### src/design/crdf_pkg.sv
// Shared types and constants for the config read response deframer.
package crdf_pkg;

	// Stream framing
	localparam logic [31:0] FILLER_WORD = 32'h5555_6666;
	localparam logic [3:0]  STATUS_OK   = 4'hE;
	localparam int          TAG_W       = 28;
	localparam int          POS_W       = 3;
	localparam logic [POS_W-1:0] POS_STATUS = 3'd0;
	localparam logic [POS_W-1:0] POS_LAST   = 3'd7;

	// Address space
	localparam logic [13:0] SPACE_BYTES = 14'd4096;
	localparam logic [15:0] OFF_UNALIGNED = 16'hFFFF;

	// Configuration port
	localparam int CFG_IDX_W  = 2;
	localparam int CFG_DATA_W = 13;
	localparam logic [CFG_IDX_W-1:0] REG_TARGET_SELECT = 2'd0;
	localparam logic [CFG_IDX_W-1:0] REG_REGION_BITS   = 2'd1;
	localparam logic [CFG_IDX_W-1:0] REG_START_ADDRESS = 2'd2;
	localparam logic [CFG_IDX_W-1:0] REG_READ_COUNT    = 2'd3;

	// Register file contents
	typedef struct packed {
		logic [1:0]  target_select;
		logic [1:0]  region_bits;
		logic [11:0] start_address;
		logic [12:0] read_count;
	} cfg_t;

	// One write of one or two bytes toward the destination buffer
	typedef struct packed {
		logic [11:0] byte_offset;
		logic [7:0]  first_byte;
		logic [7:0]  second_byte;
		logic        pair_write;
	} wr_t;

endpackage

### src/design/config_read_response_deframer_top.sv
// Top level of the config read response deframer.
//
//  channel  | handshake              | payload
//  ---------+------------------------+------------------------------------------------
//  input    | in_valid / in_stall    | response_word
//  output   | out_valid / out_stall  | byte_offset, first_byte, second_byte, pair_write
//  config   | cfg_valid / cfg_ready  | cfg_index, cfg_data
//
// One response word per cycle is taken while in_stall is low.
// The rate is set by the input register feeding the result register through one
// subtract and compare; the output register lets a new word enter while a result waits.
// arst_n clears the pipeline valids, the frame tracker and the registers to reset values.
// in_stall rises only while the input register is full and the result register is stalled.
module config_read_response_deframer_top
	import crdf_pkg::*;
(
	input  logic                  clk,
	input  logic                  arst_n,
	// response word stream
	input  logic                  in_valid,
	output logic                  in_stall,
	input  logic [31:0]           response_word,
	// byte write stream
	output logic                  out_valid,
	input  logic                  out_stall,
	output logic [11:0]           byte_offset,
	output logic [7:0]            first_byte,
	output logic [7:0]            second_byte,
	output logic                  pair_write,
	// configuration writes
	input  logic                  cfg_valid,
	output logic                  cfg_ready,
	input  logic [CFG_IDX_W-1:0]  cfg_index,
	input  logic [CFG_DATA_W-1:0] cfg_data
);

	cfg_t             cfg_q;
	logic             valid_s1;
	logic [31:0]      word_s1;
	logic             valid_s2;
	wr_t              wr_s2;
	logic [POS_W-1:0] pos_q;
	logic [TAG_W-1:0] tags_q;
	logic             fvalid_q;

	logic in_fire;
	logic en_s2;
	logic s1_fire;
	logic match;
	logic hit;
	wr_t  wr_next;

	// Configuration registers, always ready
	assign cfg_ready = 1'b1;

	always_ff @(posedge clk or negedge arst_n) begin
		if (!arst_n) begin
			cfg_q.target_select <= 2'd3;
			cfg_q.region_bits   <= 2'd0;
			cfg_q.start_address <= 12'd0;
			cfg_q.read_count    <= 13'd1;
		end else if (cfg_valid && cfg_ready) begin
			unique case (cfg_index)
				REG_TARGET_SELECT: cfg_q.target_select <= cfg_data[1:0];
				REG_REGION_BITS:   cfg_q.region_bits   <= cfg_data[1:0];
				REG_START_ADDRESS: cfg_q.start_address <= cfg_data[11:0];
				REG_READ_COUNT:    cfg_q.read_count    <= cfg_data[12:0];
				default: ;
			endcase
		end
	end

	// Pipeline flow control
	assign en_s2    = !valid_s2 || !out_stall;
	assign s1_fire  = valid_s1 && en_s2;
	assign in_stall = valid_s1 && !en_s2;
	assign in_fire  = in_valid && !in_stall;

	// Input register
	always_ff @(posedge clk or negedge arst_n) begin
		if (!arst_n) begin
			valid_s1 <= 1'b0;
		end else if (in_fire) begin
			valid_s1 <= 1'b1;
		end else if (s1_fire) begin
			valid_s1 <= 1'b0;
		end
	end

	always_ff @(posedge clk) begin
		if (in_fire) begin
			word_s1 <= response_word;
		end
	end

	// Frame tracker: status word, then seven tagged data words
	always_ff @(posedge clk or negedge arst_n) begin
		if (!arst_n) begin
			pos_q    <= POS_STATUS;
			tags_q   <= '0;
			fvalid_q <= 1'b0;
		end else if (s1_fire) begin
			if (pos_q == POS_STATUS) begin
				if (word_s1 != FILLER_WORD) begin
					fvalid_q <= (word_s1[31:28] == STATUS_OK);
					tags_q   <= word_s1[TAG_W-1:0];
					pos_q    <= pos_q + 3'd1;
				end
			end else begin
				tags_q <= {4'd0, tags_q[TAG_W-1:4]};
				pos_q  <= pos_q + 3'd1;
			end
		end
	end

	// Data word carries the wanted tag in a valid frame
	assign match = (pos_q != POS_STATUS) && fvalid_q &&
		(tags_q[3:0] == {2'd0, cfg_q.target_select});

	crdf_write_decode u_decode (
		.word (word_s1),
		.cfg  (cfg_q),
		.hit  (hit),
		.wr   (wr_next)
	);

	// Result register
	always_ff @(posedge clk or negedge arst_n) begin
		if (!arst_n) begin
			valid_s2 <= 1'b0;
		end else if (en_s2) begin
			valid_s2 <= s1_fire && match && hit;
		end
	end

	always_ff @(posedge clk) begin
		if (s1_fire && match && hit) begin
			wr_s2 <= wr_next;
		end
	end

	assign out_valid   = valid_s2;
	assign byte_offset = wr_s2.byte_offset;
	assign first_byte  = wr_s2.first_byte;
	assign second_byte = wr_s2.second_byte;
	assign pair_write  = wr_s2.pair_write;

	// Checks
	a_stall_only_when_blocked: assert property (@(posedge clk) disable iff (!arst_n)
		in_stall |-> (out_valid && out_stall))
		else $error("input stalled while the result register could take a word");

	a_frame_wraps: assert property (@(posedge clk) disable iff (!arst_n)
		(s1_fire && pos_q == POS_LAST) |=> (pos_q == POS_STATUS))
		else $error("frame position did not return to status after the last data word");

	a_single_byte_clean: assert property (@(posedge clk) disable iff (!arst_n)
		(out_valid && !pair_write) |-> (second_byte == 8'd0))
		else $error("single byte write carries a second byte");

endmodule

### src/design/crdf_write_decode.sv
// Address decode of one matching data word into a byte write.
module crdf_write_decode
	import crdf_pkg::*;
(
	input  logic [31:0] word,
	input  cfg_t        cfg,
	output logic        hit,
	output wr_t         wr
);

	logic [15:0] addr;
	logic [15:0] base;
	logic [15:0] off;
	logic [13:0] req_end;
	logic [12:0] count_m1;
	logic        req_ok;
	logic [7:0]  lo_byte;
	logic [7:0]  hi_byte;

	// Address is big-endian in the low half; data bytes in the high half
	assign addr    = {word[7:0], word[15:8]};
	assign lo_byte = word[23:16];
	assign hi_byte = word[31:24];

	// Offset from the request base, modulo 2^16
	assign base = {cfg.region_bits, 14'd0} + {4'd0, cfg.start_address};
	assign off  = addr - base;

	// Request sanity: nonzero count that stays inside the space
	assign req_end  = {2'd0, cfg.start_address} + {1'b0, cfg.read_count};
	assign req_ok   = (cfg.read_count != 13'd0) && (req_end <= SPACE_BYTES);
	assign count_m1 = cfg.read_count - 13'd1;

	// Pick the kind of write
	always_comb begin
		hit            = 1'b0;
		wr.byte_offset = off[11:0];
		wr.first_byte  = lo_byte;
		wr.second_byte = hi_byte;
		wr.pair_write  = 1'b1;
		priority if (!req_ok) begin
			hit = 1'b0;
		end else if (off == OFF_UNALIGNED) begin
			// odd start byte arrives one below the base
			hit            = 1'b1;
			wr.byte_offset = 12'd0;
			wr.first_byte  = hi_byte;
			wr.second_byte = 8'd0;
			wr.pair_write  = 1'b0;
		end else if (off >= {3'd0, cfg.read_count}) begin
			hit = 1'b0;
		end else if (off == {3'd0, count_m1}) begin
			// trailing single byte
			hit            = 1'b1;
			wr.second_byte = 8'd0;
			wr.pair_write  = 1'b0;
		end else begin
			hit = 1'b1;
		end
	end

endmodule
### config.mk
export PLATFORM = sky130hd
export DESIGN_NAME = config_read_response_deframer_top
export DESIGN_NICKNAME = d
export VERILOG_FILES = /design/src/design/crdf_pkg.sv /design/src/design/config_read_response_deframer_top.sv /design/src/design/crdf_write_decode.sv
export SDC_FILE = /design/constraint.sdc
export NUM_CORES = 1
export LEC_CHECK = 0
export BUFFER_PORTS_ARGS = -buffer_cell sky130_fd_sc_hd__buf_2
export CORE_AREA = 5 5 115 117
export DETAILED_ROUTE_END_ITERATION = 7
export DIE_AREA = 0 0 120 122
export PLACE_DENSITY = 0.91
export REMOVE_ABC_BUFFERS = 1
export SETUP_SLACK_MARGIN = 0.15
export SLEW_MARGIN = 20
export SYNTH_ARGS = -nofsm -noshare
export SYNTH_HDL_FRONTEND = slang
export SYNTH_SLANG_ARGS = --single-unit
### constraint.sdc
create_clock -name clk -period 12.1 [get_ports clk]
set_input_delay 2.42 -clock clk [delete_from_list [all_inputs] [get_ports clk]]
set_output_delay 2.42 -clock clk [all_outputs]
set_load 0.03 [all_outputs]
==> results.tsv <==
metric	value	unit
status	finished, final reports clean	
cp_max_fo	3	
synth_top_area_share	24.3	%
fin_total_pwr	1860	uW
routed-via-count	5878	
fmax	0.190	GHz
clk_latency	0.44	ns
die_y	122	um
cts_resized	0	
min_path_type	flip-flop to flip-flop	
finClkSkew	0.0132	ns
setup_viol	0	
crit_path_start_kind	input port	
firstDrtPassIters	6	
worst_slew_pin_slew	0.949	ns
synth_commonest_cells	inv_1 (71), edfxtp_1 (61), dfrtp_1 (60)	
worstPathArrival	2.84	ns
drv_slew	0	
gp_congestion	0.911	
grt-ovfl-total	0	
io_pins	84	
yosys-top-cells-area	edfxtp_1 (24%), dfrtp_1 (20%), ha_1 (8.5%)	
cts_buffers	17	
wl	18300	um
fp-row-count	41	
cts-root-buf	clkbuf_16	
leakagePower	0.00387	uW
synthArstFlopShare	50.8	%
start_util	61.6	%
drive_gt1_share	23.4	%
synth_top_cell_by_area	edfxtp_1	
cp.required	9.68	ns
grt_pass1_wl	29200	um
grt_max_degree	64	
core_area	12300	um2
critPathKind	input port to output pin	
yosysUniqueCellTypes	83	
yosysMostFrequentCell	inv_1	
nNetsFinal	890	
end_kind	output pin	
wl_per_cell	19.4	um
setup_tns	0	ns
synth_area	7550	um2
grt_pass1_vias	5909	
synth_warnings	0	
drc	0	
io_buffers	82	
antenna_found_initial	0	
final.min_clock_period	5.26	ns
clkSinkCount	124	
hold_viol_final	0	
ys_seq_area_share	45.2	%
dominantRegCellSynth	edfxtp_1	
cts.clk_slew.worst_paths	0.06	ns
synthCells	702	
relSlewSlack	36.7	%
post-cts-setup-buffer-count	0	
h-tree-depth	4	
tritoncts	done	
p_per_area	215	nW/um2
drt_iter0_drc	533	
die_x	120	um
ys_ff_latch	124	
ir_drop	0.129	mV
dp_hpwl	13000	um
synth_edf_count	61	
final.period_utilization	43.5	%
avgSynthCellArea	10.8	um2
ctsLongestPathBuffers	2	
hold_buffers	0	
antenna_left	0	
rsz0062_at_grt	false	
antennaDiodeCount	0	
die_area	14600	um2
maxCapViolations	0	
grt.total_usage	25.7	%
viasPerCell	6.20	
area_delta_synth_final	14.7	%
## metal layers
metal	track usage [%]	up-vias	part of all wire (%)
met2	40.8	317	46
met1	32.0	2806	40
met5	0.694	-	0
li1	-	2691	-
met3	7.38	64	9.0
met4	13.5	0	4.2
## final timing paths
check	startpoint	cells after the start	endpoint	slack, ns
max	out_stall	4	in_stall	6.84
min	pos_q[2]	1	pos_q[2]	0.48
max reg2reg	word_s1[8]	18	byte_offset[7]	6.88
min reg2reg	pos_q[2]	1	pos_q[2]	0.48
max in group asynchronous	arst_n	2	out_valid	9.41
min in group asynchronous	arst_n	2	cfg_q[16]	2.15
## final cells by class
class | instances | area (um2)
multi-input cells | 484 | 3760
clock buffers | 19 | 443
inverters | 71 | 267
well taps | 150 | 188
clock inverters | 13 | 143
fillers | 843 | 3600
flip-flops and latches | 124 | 3410
repair buffers | 87 | 448
## per-stage QoR
stage | setup slack [ns] | hold slack [ns] | utilization, % | area [um2] | std cells
global route | 6.72 | 0.479 | 70.6 | 8660 | 948
global placement | 6.85 | 0.449 | 65.8 | 8070 | 916
finish | 6.84 | 0.481 | 70.6 | 8660 | 948
CTS | 6.83 | 0.477 | 70.6 | 8660 | 948
floorplan | 5.32 | 0.433 | - | 7430 | 679
detailed placement | 6.83 | 0.463 | 65.8 | 8070 | 916
## cell families (layout without fill, tap and decap cells)
kind of cell	count (synthesis)	count (layout)	share of synthesized area, %
simple gates	197	197	14.6
compound gates	136	136	11.9
flops	124	124	45.2
buf+inv	94	190	5.12
fa+ha+maj	53	53	8.98
mux	53	53	8.01
xor+xnor	44	44	6.17
other cells	1	1	0.0497
## critical path: stages
cell     delay (ns)
buf_2          0.09
nand3_1        0.09
inv_1          0.06
buf_2          0.18
## where the power goes
group | switching (uW) | internal, uW | total (uW)
Sequential | 65.5 | 527 | 593
Combinational | 433 | 329 | 762
Clock | 197 | 309 | 506
Total | 696 | 1170 | 1860
## state kept, by name (all words and copies together) (netlist names)
signal and count:
cfg_q 29, pos_q 3, valid_s1 1, first_byte 8, byte_offset 12, fvalid_q 1
pair_write 1, tags_q 28, out_valid 1, word_s1 32, second_byte 8
## cell usage in the layout, fill, tap and decap left out, drive strengths merged, types with 11 or more instances in the layout
master  Yosys  layout
nand3      23      23
a211oi     12      12
inv        71      73
a21oi      33      33
clkbuf      9      19
mux2i      15      15
xnor2      28      28
buf        14      87
nor4       11      11
o21ai      47      47
ha         51      51
nand2      48      48
xor2       12      12
a21o       11      11
nor2       37      37
edfxtp     61      61
mux2       38      38
dfrtp      60      60
No activity file was read; power rests on OpenSTA's default activity.
